## config.mk

```make
export PLATFORM = sky130hd
export DESIGN_NAME = pkcs7_pad_unpad_stream
export DESIGN_NICKNAME = d
export VERILOG_FILES = /design/src/sv/pkcs7pu_pkg.sv /design/src/sv/pkcs7pu_dp.sv /design/src/sv/pkcs7pu_ctrl.sv /design/src/sv/pkcs7_pad_unpad_stream.sv
export SDC_FILE = /design/constraint.sdc
export NUM_CORES = 1
export LEC_CHECK = 0
export ABC_AREA = 1
export ABC_CLOCK_PERIOD_IN_PS = 5600
export BUFFER_PORTS_ARGS = -buffer_cell sky130_fd_sc_hd__buf_2
export CAP_MARGIN = 5
export CELL_PAD_IN_SITES_DETAIL_PLACEMENT = 2
export CELL_PAD_IN_SITES_GLOBAL_PLACEMENT = 2
export CORE_UTILIZATION = 40
export CTS_CLUSTER_SIZE = 25
export DETAILED_ROUTE_END_ITERATION = 16
export MAX_ROUTING_LAYER = met4
export PLACE_DENSITY = 0.85
export SLEW_MARGIN = 40
export SYNTH_ARGS = -nofsm -noshare
export SYNTH_HDL_FRONTEND = slang
export SYNTH_SLANG_ARGS = --single-unit
```

## constraint.sdc

```tcl
create_clock -name clk -period 5.6 [get_ports clk]
set_input_delay 0.84 -clock clk [delete_from_list [all_inputs] [get_ports clk]]
set_output_delay 0.84 -clock clk [all_outputs]
set_load 0.02 [all_outputs]
```

## src/sv/pkcs7pu_pkg.sv

```systemverilog
package pkcs7pu_pkg;

  // One input item as it arrives on the stream.
  typedef struct packed {
    logic [7:0] data_byte;
    logic       has_byte;
    logic       end_of_message;
  } in_item_t;

  // One result item as it leaves the block.
  typedef struct packed {
    logic [7:0] out_byte;
    logic       out_has_byte;
    logic       out_last;
    logic       pad_error;
  } out_item_t;

  // Commands from the controller to the datapath.
  typedef struct packed {
    logic accept;      // take the input item, update the ring and the counters
    logic push_byte;   // emit the result of a data byte
    logic pad_init;    // start emitting padding bytes
    logic push_pad;    // emit one padding byte
    logic rd_pad;      // read the last ring entry
    logic get_pad;     // latch the pad byte and its first checks
    logic scan_rd;     // read one pad entry
    logic scan_cmp;    // compare one pad entry
    logic emit_init;   // work out how many held bytes leave
    logic emit_rd;     // read one held byte
    logic emit_push;   // emit one held byte
    logic push_empty;  // emit an empty closing result
    logic clear_msg;   // message done, clear the counters
  } cmd_t;

  // Status from the datapath to the controller.
  typedef struct packed {
    logic out_free;    // output register can take a result this cycle
    logic in_has;      // has_byte of the item on the input port
    logic in_eom;      // end_of_message of the item on the input port
    logic item_eom;    // end_of_message of the item being worked on
    logic direction;   // 0 pads, 1 strips
    logic need_byte;   // the data byte gives a result
    logic pad_last;    // current padding byte is the last one
    logic pad_valid;   // pad byte passes the range and length checks
    logic scan_last;   // current pad entry is the last ring entry
    logic keep_zero;   // no held byte leaves
    logic emit_last;   // current held byte is the last one
  } status_t;

endpackage

```

## src/sv/pkcs7pu_dp.sv

```systemverilog
module pkcs7pu_dp #(
  parameter int BLOCK_BYTES = 16
) (
  input  logic                  clk,
  input  logic                  rst_n,
  input  pkcs7pu_pkg::in_item_t in_item,
  output pkcs7pu_pkg::out_item_t out_item,
  output logic                  out_valid,
  input  logic                  out_stall,
  input  logic                  cfg_psel,
  input  logic                  cfg_penable,
  input  logic                  cfg_pwrite,
  input  logic [2:0]            cfg_paddr,
  input  logic [31:0]           cfg_pwdata,
  output logic [31:0]           cfg_prdata,
  input  pkcs7pu_pkg::cmd_t     cmd,
  output pkcs7pu_pkg::status_t  status
);
  import pkcs7pu_pkg::*;

  localparam int AW = $clog2(BLOCK_BYTES);
  localparam int CW = $clog2(BLOCK_BYTES + 1);
  localparam logic [AW-1:0] LAST_SLOT = AW'(BLOCK_BYTES - 1);
  localparam logic [CW-1:0] BLOCK_CNT = CW'(BLOCK_BYTES);
  localparam logic [8:0]    BLOCK_W9  = 9'(BLOCK_BYTES);
  localparam logic [CW:0]   BLOCK_CW1 = (CW + 1)'(BLOCK_BYTES);
  localparam logic [CW-1:0] ONE_CNT = CW'(1);

  // Held block ring; its contents are only used after being written.
  logic [7:0]    ring_mem [BLOCK_BYTES];
  logic [7:0]    rdata_r;
  logic [AW-1:0] raddr;
  logic          re;

  logic          dir_r, dir_nxt;
  logic [AW-1:0] fill_r, fill_nxt;
  logic          seen_r, seen_nxt;
  logic          mis_r, mis_nxt;
  logic          item_eom_r;
  logic [7:0]    item_data_r;
  logic          need_byte_r;
  logic [CW-1:0] cnt_r, cnt_nxt;
  logic [7:0]    pad_r;
  logic          ok_r, ok_nxt;
  logic [AW-1:0] idx_r, idx_nxt;
  logic [CW-1:0] keep_r, keep_nxt;
  logic [AW-1:0] start_r, start_nxt;
  logic          out_valid_r, out_valid_nxt;
  out_item_t     out_item_r, out_item_nxt;

  logic          out_free;
  logic [CW-1:0] pad_len;
  logic          pad_valid;
  logic [8:0]    pad_first;
  logic [CW:0]   addr_sum;
  logic          push;

  // Configuration register.
  always_comb begin
    dir_nxt = dir_r;
    if (cfg_psel && cfg_penable && cfg_pwrite && (cfg_paddr[2] == 1'b0)) begin
      dir_nxt = cfg_pwdata[0];
    end
  end

  assign cfg_prdata = (cfg_paddr[2] == 1'b0) ? {31'd0, dir_r} : 32'd0;

  // Padding length and the pad byte checks.
  assign pad_len   = BLOCK_CNT - CW'(fill_r);
  assign pad_valid = seen_r && !mis_r && (rdata_r != 8'd0)
                     && ({1'b0, rdata_r} <= BLOCK_W9);
  // First ring slot covered by the pad byte.
  assign pad_first = BLOCK_W9 - {1'b0, rdata_r};

  // Ring address of the next held byte, wrapped once around the block.
  always_comb begin
    addr_sum = (CW + 1)'(start_r) + (CW + 1)'(cnt_r);
    if (addr_sum >= BLOCK_CW1) begin
      addr_sum = addr_sum - BLOCK_CW1;
    end
  end

  // Ring read address.
  always_comb begin
    raddr = fill_r;
    if (cmd.rd_pad) begin
      raddr = LAST_SLOT;
    end else if (cmd.scan_rd) begin
      raddr = idx_r;
    end else if (cmd.emit_rd) begin
      raddr = addr_sum[AW-1:0];
    end
  end

  assign re = cmd.accept || cmd.rd_pad || cmd.scan_rd || cmd.emit_rd;

  // Ring storage: read first, then write at the same slot.
  always_ff @(posedge clk) begin
    if (re) begin
      rdata_r <= ring_mem[raddr];
    end
    if (cmd.accept && in_item.has_byte) begin
      ring_mem[fill_r] <= in_item.data_byte;
    end
  end

  // Message counters.
  always_comb begin
    fill_nxt = fill_r;
    seen_nxt = seen_r;
    mis_nxt  = mis_r;
    if (cmd.clear_msg) begin
      fill_nxt = '0;
      seen_nxt = 1'b0;
      mis_nxt  = 1'b0;
    end else if (cmd.accept && in_item.has_byte) begin
      if (fill_r == LAST_SLOT) begin
        fill_nxt = '0;
        seen_nxt = 1'b1;
        mis_nxt  = 1'b0;
      end else begin
        fill_nxt = fill_r + AW'(1);
        mis_nxt  = 1'b1;
      end
    end
  end

  // End-of-message sequencing registers.
  always_comb begin
    cnt_nxt   = cnt_r;
    ok_nxt    = ok_r;
    idx_nxt   = idx_r;
    keep_nxt  = keep_r;
    start_nxt = start_r;
    if (cmd.pad_init || cmd.emit_init) begin
      cnt_nxt = '0;
    end else if (cmd.push_pad || cmd.emit_push) begin
      cnt_nxt = cnt_r + ONE_CNT;
    end
    if (cmd.get_pad) begin
      ok_nxt  = pad_valid;
      idx_nxt = pad_first[AW-1:0];
    end
    if (cmd.scan_cmp) begin
      if (rdata_r != pad_r) begin
        ok_nxt = 1'b0;
      end
      idx_nxt = idx_r + AW'(1);
    end
    if (cmd.emit_init) begin
      if (ok_r) begin
        keep_nxt = CW'(BLOCK_W9 - {1'b0, pad_r});
      end else if (seen_r) begin
        keep_nxt = BLOCK_CNT;
      end else begin
        keep_nxt = CW'(fill_r);
      end
      start_nxt = seen_r ? fill_r : '0;
    end
  end

  // Output register.
  assign out_free = !out_valid_r || !out_stall;
  assign push = cmd.push_byte || cmd.push_pad || cmd.emit_push || cmd.push_empty;

  always_comb begin
    out_item_nxt = out_item_r;
    if (cmd.push_byte) begin
      out_item_nxt.out_byte     = dir_r ? rdata_r : item_data_r;
      out_item_nxt.out_has_byte = 1'b1;
      out_item_nxt.out_last     = 1'b0;
      out_item_nxt.pad_error    = 1'b0;
    end else if (cmd.push_pad) begin
      out_item_nxt.out_byte     = 8'(pad_len);
      out_item_nxt.out_has_byte = 1'b1;
      out_item_nxt.out_last     = status.pad_last;
      out_item_nxt.pad_error    = 1'b0;
    end else if (cmd.emit_push) begin
      out_item_nxt.out_byte     = rdata_r;
      out_item_nxt.out_has_byte = 1'b1;
      out_item_nxt.out_last     = status.emit_last;
      out_item_nxt.pad_error    = status.emit_last && !ok_r;
    end else if (cmd.push_empty) begin
      out_item_nxt.out_byte     = 8'd0;
      out_item_nxt.out_has_byte = 1'b0;
      out_item_nxt.out_last     = 1'b1;
      out_item_nxt.pad_error    = !ok_r;
    end
    out_valid_nxt = out_valid_r;
    if (push) begin
      out_valid_nxt = 1'b1;
    end else if (!out_stall) begin
      out_valid_nxt = 1'b0;
    end
  end

  // Control registers.
  always_ff @(posedge clk) begin
    if (!rst_n) begin
      dir_r       <= 1'b0;
      fill_r      <= '0;
      seen_r      <= 1'b0;
      mis_r       <= 1'b0;
      out_valid_r <= 1'b0;
    end else begin
      dir_r       <= dir_nxt;
      fill_r      <= fill_nxt;
      seen_r      <= seen_nxt;
      mis_r       <= mis_nxt;
      out_valid_r <= out_valid_nxt;
    end
  end

  // Payload registers.
  always_ff @(posedge clk) begin
    if (cmd.accept) begin
      item_data_r <= in_item.data_byte;
      item_eom_r  <= in_item.end_of_message;
      need_byte_r <= !dir_r || seen_r;
    end
    if (cmd.get_pad) begin
      pad_r <= rdata_r;
    end
    cnt_r      <= cnt_nxt;
    ok_r       <= ok_nxt;
    idx_r      <= idx_nxt;
    keep_r     <= keep_nxt;
    start_r    <= start_nxt;
    out_item_r <= out_item_nxt;
  end

  // Status to the controller.
  always_comb begin
    status.out_free  = out_free;
    status.in_has    = in_item.has_byte;
    status.in_eom    = in_item.end_of_message;
    status.item_eom  = item_eom_r;
    status.direction = dir_r;
    status.need_byte = need_byte_r;
    status.pad_last  = (cnt_r == pad_len - ONE_CNT);
    status.pad_valid = pad_valid;
    status.scan_last = (idx_r == LAST_SLOT);
    status.keep_zero = (keep_nxt == '0);
    status.emit_last = (cnt_r == keep_r - ONE_CNT);
  end

  assign out_valid = out_valid_r;
  assign out_item  = out_item_r;

endmodule

```

## src/sv/pkcs7pu_ctrl.sv

```systemverilog
module pkcs7pu_ctrl (
  input  logic                 clk,
  input  logic                 rst_n,
  input  logic                 in_valid,
  output logic                 in_stall,
  output pkcs7pu_pkg::cmd_t    cmd,
  input  pkcs7pu_pkg::status_t status
);
  import pkcs7pu_pkg::*;

  localparam logic [3:0] S_IDLE    = 4'd0;
  localparam logic [3:0] S_BYTE    = 4'd1;
  localparam logic [3:0] S_END     = 4'd2;
  localparam logic [3:0] S_PAD     = 4'd3;
  localparam logic [3:0] S_GETPAD  = 4'd4;
  localparam logic [3:0] S_SCANRD  = 4'd5;
  localparam logic [3:0] S_SCANCMP = 4'd6;
  localparam logic [3:0] S_EINIT   = 4'd7;
  localparam logic [3:0] S_EEMPTY  = 4'd8;
  localparam logic [3:0] S_ERD     = 4'd9;
  localparam logic [3:0] S_EPUSH   = 4'd10;

  logic [3:0] state_r, state_nxt;

  assign in_stall = (state_r != S_IDLE);

  // Next state and commands.
  always_comb begin
    state_nxt = state_r;
    cmd       = '0;
    unique case (state_r)
      S_IDLE: begin
        if (in_valid) begin
          cmd.accept = 1'b1;
          if (status.in_has) begin
            state_nxt = S_BYTE;
          end else if (status.in_eom) begin
            state_nxt = S_END;
          end
        end
      end
      S_BYTE: begin
        if (!status.need_byte || status.out_free) begin
          cmd.push_byte = status.need_byte;
          state_nxt     = status.item_eom ? S_END : S_IDLE;
        end
      end
      S_END: begin
        if (status.direction) begin
          cmd.rd_pad = 1'b1;
          state_nxt  = S_GETPAD;
        end else begin
          cmd.pad_init = 1'b1;
          state_nxt    = S_PAD;
        end
      end
      S_PAD: begin
        if (status.out_free) begin
          cmd.push_pad = 1'b1;
          if (status.pad_last) begin
            cmd.clear_msg = 1'b1;
            state_nxt     = S_IDLE;
          end
        end
      end
      S_GETPAD: begin
        cmd.get_pad = 1'b1;
        state_nxt   = status.pad_valid ? S_SCANRD : S_EINIT;
      end
      S_SCANRD: begin
        cmd.scan_rd = 1'b1;
        state_nxt   = S_SCANCMP;
      end
      S_SCANCMP: begin
        cmd.scan_cmp = 1'b1;
        state_nxt    = status.scan_last ? S_EINIT : S_SCANRD;
      end
      S_EINIT: begin
        cmd.emit_init = 1'b1;
        state_nxt     = status.keep_zero ? S_EEMPTY : S_ERD;
      end
      S_EEMPTY: begin
        if (status.out_free) begin
          cmd.push_empty = 1'b1;
          cmd.clear_msg  = 1'b1;
          state_nxt      = S_IDLE;
        end
      end
      S_ERD: begin
        cmd.emit_rd = 1'b1;
        state_nxt   = S_EPUSH;
      end
      S_EPUSH: begin
        if (status.out_free) begin
          cmd.emit_push = 1'b1;
          if (status.emit_last) begin
            cmd.clear_msg = 1'b1;
            state_nxt     = S_IDLE;
          end else begin
            state_nxt = S_ERD;
          end
        end
      end
      default: begin
        state_nxt = S_IDLE;
      end
    endcase
  end

  always_ff @(posedge clk) begin
    if (!rst_n) begin
      state_r <= S_IDLE;
    end else begin
      state_r <= state_nxt;
    end
  end

endmodule

```

## src/sv/pkcs7_pad_unpad_stream.sv

```systemverilog
// Data byte item: accepted while idle; its result is pushed to the output register once
// that is free, and then the next item is taken. After the closing item, pad end emits
// each padding byte; unpad end reads the last ring entry as the pad byte, reads and
// checks each covered pad byte, then reads and pushes each kept byte (or an empty close)
// through the single ring read port; output stalls hold the pushes. rst_n is synchronous
// and active low; it clears the direction, message counters, state machine and output
// valid; the ring keeps its contents, which are always written before use.
module pkcs7_pad_unpad_stream #(
  parameter int BLOCK_BYTES = 16
) (
  input  logic                   clk,
  input  logic                   rst_n,
  input  logic                   in_valid,
  output logic                   in_stall,
  input  pkcs7pu_pkg::in_item_t  in_item,
  output logic                   out_valid,
  input  logic                   out_stall,
  output pkcs7pu_pkg::out_item_t out_item,
  input  logic                   cfg_psel,
  input  logic                   cfg_penable,
  input  logic                   cfg_pwrite,
  input  logic [2:0]             cfg_paddr,
  input  logic [31:0]            cfg_pwdata,
  output logic [31:0]            cfg_prdata,
  output logic                   cfg_pready
);
  import pkcs7pu_pkg::*;

  cmd_t    cmd;
  status_t status;

  assign cfg_pready = 1'b1;

  // Sequencer for one item and the message end.
  pkcs7pu_ctrl u_ctrl (
    .clk      (clk),
    .rst_n    (rst_n),
    .in_valid (in_valid),
    .in_stall (in_stall),
    .cmd      (cmd),
    .status   (status)
  );

  // Ring, counters, checks and output register.
  pkcs7pu_dp #(
    .BLOCK_BYTES (BLOCK_BYTES)
  ) u_dp (
    .clk         (clk),
    .rst_n       (rst_n),
    .in_item     (in_item),
    .out_item    (out_item),
    .out_valid   (out_valid),
    .out_stall   (out_stall),
    .cfg_psel    (cfg_psel),
    .cfg_penable (cfg_penable),
    .cfg_pwrite  (cfg_pwrite),
    .cfg_paddr   (cfg_paddr),
    .cfg_pwdata  (cfg_pwdata),
    .cfg_prdata  (cfg_prdata),
    .cmd         (cmd),
    .status      (status)
  );

endmodule
```

==> results of run 1 <==
## cell families (layout without fill, tap and decap cells)
family                     Yosys count  count (layout)  share of synthesized area
buffers and inverters              170             177                     0.0854
and+or+nand+nor                    521             521                      0.240
DFF                                196             196                      0.591
muxes                                1               1                    0.00118
xor gates and xnor gates            18              18                     0.0166
adders and majority gates           14              14                     0.0192
AOI/OAI and AO/OA                   69              69                     0.0460
other                                2              32                   0.000789
## layout make-up
type / count / area share
clock buffers: 18 / 0.0411
well taps: 319 / 0.0383
inverters: 107 / 0.0385
repair buffers: 38 / 0.0197
clock inverters: 14 / 0.0150
multi-input cells: 655 / 0.308
flip-flops and latches: 196 / 0.539
## registers in the layout, summed over array words and instances, names as in the netlist, 4 cells and up
name,count
u_dp.ring_mem,128
u_dp.idx_r,4
u_dp.start_r,4
u_dp.rdata_r,8
u_dp.keep_r,5
u_ctrl.state_r,4
u_dp.item_data_r,8
u_dp.pad_r,8
u_dp.cnt_r,5
u_dp.out_item,11
u_dp.fill_r,4
## per-layer routing
layer / up-vias / wire length (µm) / global-route usage
met4: 0 / 1060 / 0.118
li1: 3322 / - / -
met3: 64 / 900 / 0.0379
met2: 174 / 15900 / 0.465
met5: - / 0 / -
met1: 3686 / 12200 / 0.306
## power by group
group	internal (mW)	switching [mW]	leakage, nW	total (mW)
registers	1.70	0.0822	1.76	1.78
clock network	0.600	0.638	0.283	1.24
logic	0.216	0.546	2.19	0.762
## cell usage after synthesis, types with 2 or more instances
library cell / number
a21oi_1: 14
buf_2: 20
buf_4: 34
buf_6: 3
clkbuf_1: 6
conb_1: 2
dfxtp_1: 26
edfxtp_1: 170
ha_1: 13
inv_1: 99
inv_2: 7
nand2_1: 270
nand2_2: 3
nand3_1: 130
nand3_2: 4
nand3b_1: 17
nand4_1: 6
nor2_1: 72
nor2_2: 4
nor3_1: 7
o211ai_1: 20
o21ai_0: 21
o21ai_1: 2
o221ai_1: 5
or2_2: 3
xnor2_1: 7
xor2_1: 11
## metrics by stage
stage                     instance area [µm²]  cells  hold WS [ns]   util
final                                   10400   1347         0.451  0.446
after global routing                    10400   1347         0.486  0.446
after CTS                               10400   1347         0.462  0.445
after detailed placement                 9840   1315         0.445  0.420
after global placement                   9830   1315         0.424  0.420
after floorplan                          9630   1021         0.445      -
## tightest hold or removal path, stage by stage (launching register included)
cell and delay [ns]:
dfxtp_1 0.31, nand2_1 0.06, nand2_1 0.04
## how the worst max path moves through the flow
stage,from,endpoint,slack [ns],cells after the start
after floorplan,u_dp.cnt_r[0]$_SDFFE_PP0P_,u_dp.rdata_r[3]$_DFFE_PP_,3.45,11
after global placement,u_ctrl.state_r[0]$_SDFFE_PN0P_,u_dp.rdata_r[5]$_DFFE_PP_,2.36,13
after detailed placement,u_ctrl.state_r[0]$_SDFFE_PN0P_,u_dp.rdata_r[5]$_DFFE_PP_,2.18,13
after CTS,u_ctrl.state_r[0]$_SDFFE_PN0P_,u_dp.rdata_r[5]$_DFFE_PP_,2.18,13
after global routing,u_ctrl.state_r[0]$_SDFFE_PN0P_,u_dp.rdata_r[7]$_DFFE_PP_,1.99,13
final,u_ctrl.state_r[0]$_SDFFE_PN0P_,u_dp.rdata_r[5]$_DFFE_PP_,2.16,13
## placed cells by master (no fill, tap or decap), types with 4 or more instances in the layout
master / n
inv_1: 99
xor2_1: 11
o21ai_0: 21
dfxtp_1: 26
a21oi_1: 14
buf_2: 32
nand3b_1: 17
clkbuf_16: 17
nor2_2: 11
xnor2_1: 7
nand3_2: 4
ha_1: 13
inv_2: 7
o211ai_1: 20
nand3_1: 130
inv_8: 5
edfxtp_1: 170
nand2_1: 270
buf_4: 6
conb_1: 32
nor3_1: 7
nand4_1: 6
o221ai_1: 5
nor2_1: 65
==> run_results.csv, run 1 <==
group,metric,value,unit
timing,setup_tns,0,ns
timing,rsz0062_at_grt,"no",
place,hpwl,19.8,mm
timing,min_period_over_period,0.615,
route,via_count,7246,
synthesis,synth.area.top_cells,"edfxtp_1, nand2_1, nand3_1",
floorplanning,die_h,156,µm
global_routing,grtUsageTotal,0.267,
synthesis,syn_inst,991,
power_and_ir_drop,p_total,3.78,mW
setup_path,start_kind,"register",
clock_tree,postCtsSetupRepairBufs,0,
floorplanning,pin_count,98,
timing,period_needed,3.44,ns
synthesis,ys_ff_latch,196,
place,gp_congestion,0.848,
setup_path,critPathMaxStageDelay,0.48,ns
synthesis,synth_edf_count,170,
synthesis,synthFlopType,"edfxtp_1",
setup_path,path_class,"reg -> reg",
floorplanning,num_rows,56,
route,avgRoutedWirePerCell,22.3,µm
route,drtPass1Iterations,5,
setup_path,cp_max_fo,49,
finish,fin_nets,1081,
setup_path,cp.arrival,3.63,ns
clock_tree,cts_buffers,17,
clock_tree,cts.path.max_buffers,2,
timing,final-setup-viol-count,0,
timing,tightest_slew,0.832,ns
timing,drv_slew,0,
floorplanning,core_area,23400,µm²
global_routing,grt_max_degree,50,
place,io_buffers,32,
power_and_ir_drop,p_leak,4.24,nW
timing,fin_ws,2.16,ns
setup_path,worstSetupEndpointType,"register",
setup_path,r2r_start,"u_ctrl.state_r[0]$_SDFFE_PN0P_",
setup_path,critPathSlowestCell,"dfxtp_1",
outcome,status,"complete, no violations",
worst_hold_path,hp-start,"u_dp.out_item[2]$_SDFFE_PP1P_",
synthesis,synthesis.area,9520,µm²
clock_tree,cts_tree,"built",
floorplanning,dieArea,24400,µm²
timing,max_freq,290,MHz
setup_path,crit_required,5.79,ns
synthesis,yosys.area.top_type,"edfxtp_1",
synthesis,synth_warnings,0,
timing,fin_skew,0.0152,ns
route,post-route-drc-count,0,
worst_hold_path,holdCritPathClass,"reg -> reg",
clock_tree,hold_buffers,0,
setup_path,path_common_cell,"nand2_1",
worst_hold_path,hold_end,"u_dp.out_item[2]$_SDFFE_PP1P_",
setup_path,crit_buf_inv,2,
place,place_ws,2.18,ns
setup_path,critPathTopFamily,"simple AND/OR/NAND/NOR gates",
clock_tree,insertion_delay,0.45,ns
global_routing,antenna_found_initial,0,
synthesis,ys_seq_area_frac,0.591,
global_routing,gr-total-overflow,0,
synthesis,synth_area_per_cell,9.61,µm²
floorplanning,start_util,0.407,
clock_tree,cts_resized,0,
synthesis,synth-async-reset-ratio,0,
finish,seq_area,5630,µm²
power_and_ir_drop,irDropWorstVdd,209,µV
route,drt-initial-drc-count,397,
clock_tree,clock-sinks,196,
finish,area_growth,9.59,%
worst_hold_path,hold_path_depth,2,
timing,hold_viol,0,
clock_tree,clk_pin_slew,0.08,ns
flow_run,maxCapViolCount,0,
setup_path,worst_r2r_path_depth,13,
floorplanning,die_w,156,µm
finish,fill_cells,2538,
timing,slew_headroom,0.444,
clock_tree,root_buffer,"clkbuf_16",
route,antenna_left,0,
synthesis,ys_types,42,
power_and_ir_drop,p_per_area,362,nW/µm²
setup_path,r2r-end,"u_dp.rdata_r[5]$_DFFE_PP_",
clock_tree,htree_levels,4,
finish,multi_input_area,3220,µm²
route,drt-total-wl,30.1,mm
setup_path,r2r_slack,2.16,ns
global_routing,grt_pass1_wl,46.2,mm
finish,antenna_cells,0,
synthesis,yosys.area.top_type_share,0.536,
route,viasPerCell,5.38,
finish,drive_gt1_frac,0.0982,
global_routing,grt_pass1_vias,7944,
setup_path,cp_cell_sequence,"nand2_1 > nor2_2 > nand2_1 > nand3_2 > buf_4 > nand2_4 > buf_4 > nand2_1 > nand2_1 > nand2_1 > nand3_1 > nand3_1 > nand2_1",
(Power assumes the default switching activity.)
==> inputs of run 2 (changes only) <==
--- a/config.mk
+++ b/config.mk
@@ -6,16 +6,16 @@
 export NUM_CORES = 1
 export LEC_CHECK = 0
 export ABC_AREA = 1
-export ABC_CLOCK_PERIOD_IN_PS = 5600
+export ABC_CLOCK_PERIOD_IN_PS = 2940
 export BUFFER_PORTS_ARGS = -buffer_cell sky130_fd_sc_hd__buf_2
 export CAP_MARGIN = 5
 export CELL_PAD_IN_SITES_DETAIL_PLACEMENT = 2
 export CELL_PAD_IN_SITES_GLOBAL_PLACEMENT = 2
-export CORE_UTILIZATION = 40
+export CORE_UTILIZATION = 34
 export CTS_CLUSTER_SIZE = 25
 export DETAILED_ROUTE_END_ITERATION = 16
 export MAX_ROUTING_LAYER = met4
-export PLACE_DENSITY = 0.85
+export PLACE_DENSITY = 0.77
 export SLEW_MARGIN = 40
 export SYNTH_ARGS = -nofsm -noshare
 export SYNTH_HDL_FRONTEND = slang
==> constraint.sdc (replaced) <==
create_clock -name clk -period 2.94 [get_ports clk]
set_input_delay 0.441 -clock clk [delete_from_list [all_inputs] [get_ports clk]]
set_output_delay 0.441 -clock clk [all_outputs]
set_load 0.02 [all_outputs]
==> run 2 against run 1 <==
Compared with the run above: utilization is 5.0 points lower; die area is 17% higher; final area is 3.1% higher; clock skew is 0.0043 ns higher; sequential share of layout area is 1.6 points lower; routed wire length is 2.1% lower; non-clock buffer count is 29 higher; combinational power is 99% higher; clock power is 96% higher; register-to-register slack worse by 1.8 ns; count of clock-buffer cells in the layout is 1 lower; largest power group unchanged; highest routed layer unchanged.
==> run_results.csv, run 2 (same netlist as run 1, synthesis figures left out) <==
group,metric,value,unit
setup_path,critPathTopFamily,"simple AND/OR/NAND/NOR gates",
timing,rsz0062_at_grt,"no",
route,drtPass1Iterations,7,
clock_tree,insertion_delay,0.45,ns
clock_tree,cts.path.max_buffers,2,
setup_path,worstSetupEndpointType,"register",
floorplanning,dieArea,28700,µm²
place,dpl.cell_count,1397,
finish,fill_cells,2942,
route,drt-initial-drc-count,489,
setup_path,r2r_slack,0.40,ns
setup_path,r2r-end,"u_dp.rdata_r[1]$_DFFE_PP_",
route,post-route-drc-count,0,
worst_hold_path,hold_path_depth,1,
finish,largest_reg_flops,128,
finish,fin_nets,1110,
timing,max_freq,394,MHz
finish,regMostFlops,"u_dp.ring_mem",
global_routing,gr-total-overflow,0,
place,io_buffers,32,
clock_tree,clk_pin_slew,0.09,ns
timing,hold_viol,0,
setup_path,crit_required,3.14,ns
setup_path,r2r_start,"u_ctrl.state_r[0]$_SDFFE_PN0P_",
clock_tree,hold_buffers,0,
setup_path,cp_max_fo,80,
route,antenna_left,0,
route,drt-total-wl,29.4,mm
clock_tree,cts_tree,"built",
setup_path,cp_cell_sequence,"inv_1 > nor2_1 > nand2_1 > nand2_1 > nand3_2 > nand2_2 > buf_12 > nand2_1 > nand3_1 > nand3_1 > nand3_1 > nand2_1",
finish,multi_input_area,3190,µm²
outcome,status,"complete, no violations",
clock_tree,cts_buffers,17,
route,via_count,7270,
floorplanning,die_h,169,µm
timing,final-setup-viol-count,0,
flow_run,maxCapViolCount,0,
place,gp_congestion,0.800,
timing,min_period_over_period,0.863,
finish,finalNonFillerCells,1429,
worst_hold_path,holdCritPathClass,"in -> reg",
power_and_ir_drop,p_int,4.85,mW
setup_path,critPathSlowestCell,"dfxtp_1",
timing,fin_skew,0.0195,ns
power_and_ir_drop,combPwrFrac,0.209,
route,viasPerCell,5.09,
timing,setup_tns,0,ns
finish,area_growth,13.0,%
clock_tree,clock-sinks,196,
route,avgRoutedWirePerCell,20.6,µm
setup_path,crit_buf_inv,2,
clock_tree,cts_resized,0,
setup_path,path_class,"reg -> reg",
clock_tree,root_buffer,"clkbuf_16",
timing,tightest_slew,0.540,ns
global_routing,grt_pass1_wl,45.7,mm
floorplanning,pin_count,98,
power_and_ir_drop,p_total,7.31,mW
power_and_ir_drop,seq_power_share,0.460,
place,hpwl,20.0,mm
setup_path,cp.depth,12,
timing,drv_slew,0,
setup_path,crit_path_end,"u_dp.rdata_r[1]$_DFFE_PP_",
floorplanning,num_rows,60,
clock_tree,htree_levels,4,
finish,seq_area,5630,µm²
finish,final_common_cell,"nand2_1",
setup_path,cp.arrival,2.73,ns
finish,antenna_cells,0,
clock_tree,postCtsSetupRepairBufs,0,
setup_path,critPathMaxStageDelay,0.47,ns
global_routing,antenna_found_initial,0,
setup_path,start_kind,"register",
floorplanning,core_area,27200,µm²
floorplanning,die_w,169,µm
power_and_ir_drop,p_per_area,679,nW/µm²
global_routing,grt_pass1_vias,7989,
global_routing,grtUsageTotal,0.222,
timing,period_needed,2.54,ns
power_and_ir_drop,switching_share,0.336,
power_and_ir_drop,p_leak,4.42,nW
power_and_ir_drop,p_clk_frac,0.332,
setup_path,crit_start,"u_ctrl.state_r[0]$_SDFFE_PN0P_",
finish,drive_gt1_frac,0.116,
global_routing,grt_max_degree,81,
worst_hold_path,hp-start,"in_item[0]",
setup_path,path_common_cell,"nand2_1",
setup_path,worst_r2r_path_depth,12,
finish,final_cell_mix,"nand2_1, edfxtp_1, nand3_1",
power_and_ir_drop,irDropWorstVdd,429,µV
timing,slew_headroom,0.640,
power_and_ir_drop,power_switching,2.46,mW
floorplanning,start_util,0.350,
[run 2: worst min-delay path by stage]
stage,endpoint
after floorplan,u_dp.keep_r[4]$_DFF_P_
after global placement,u_dp.out_item[2]$_SDFFE_PP1P_
after detailed placement,u_dp.out_item[2]$_SDFFE_PP1P_
after CTS,u_dp.item_eom_r$_DFFE_PP_
after global routing,u_dp.item_eom_r$_DFFE_PP_
final,u_dp.item_eom_r$_DFFE_PP_
[run 2: cell type report]
class | instances | share of cell area
clock buffer | 17 | 0.0395
clock inverter | 15 | 0.0176
inverter | 107 | 0.0373
multi-input combinational | 655 | 0.297
sequential | 196 | 0.523
tap | 372 | 0.0433
timing repair buffer | 67 | 0.0428
[run 2: worst register-to-register path, stage by stage (launching register included)]
cell and delay, ns:
dfxtp_1 0.47, inv_1 0.09, nor2_1 0.19, nand2_1 0.19, nand2_1 0.12, nand3_2 0.13, nand2_2 0.11, buf_12 0.30
nand2_1 0.19, nand3_1 0.11, nand3_1 0.14, nand3_1 0.18, nand2_1 0.06
[run 2: stage by stage]
stage                     worst slack, ns  instance area [µm²]   util  hold WS [ns]
after floorplan                     0.791                 9630      -         0.445
after global placement              0.524                10100  0.373         0.434
after detailed placement            0.434                10100  0.373         0.463
after CTS                           0.395                10800  0.396         0.162
after global routing                0.151                10800  0.396         0.172
final                               0.401                10800  0.396         0.182
[run 2: per-layer routing]
metal  vias up  GRT usage  wire length, µm
met5         -          -                0
met2       158      0.380            14700
met3        53     0.0350              967
met4         0     0.0799              700
met1      3688      0.265            13100
li1       3371          -                -
[run 2: power groups by stage]
stage	Clock, mW	Combinational [mW]	Sequential [mW]
floorplan	0	0.954	3.44
CTS	2.47	1.54	3.36
global route	2.57	1.69	3.38
detailed placement	0	1.52	3.42
global placement	0	1.44	3.41
finish	2.43	1.52	3.36
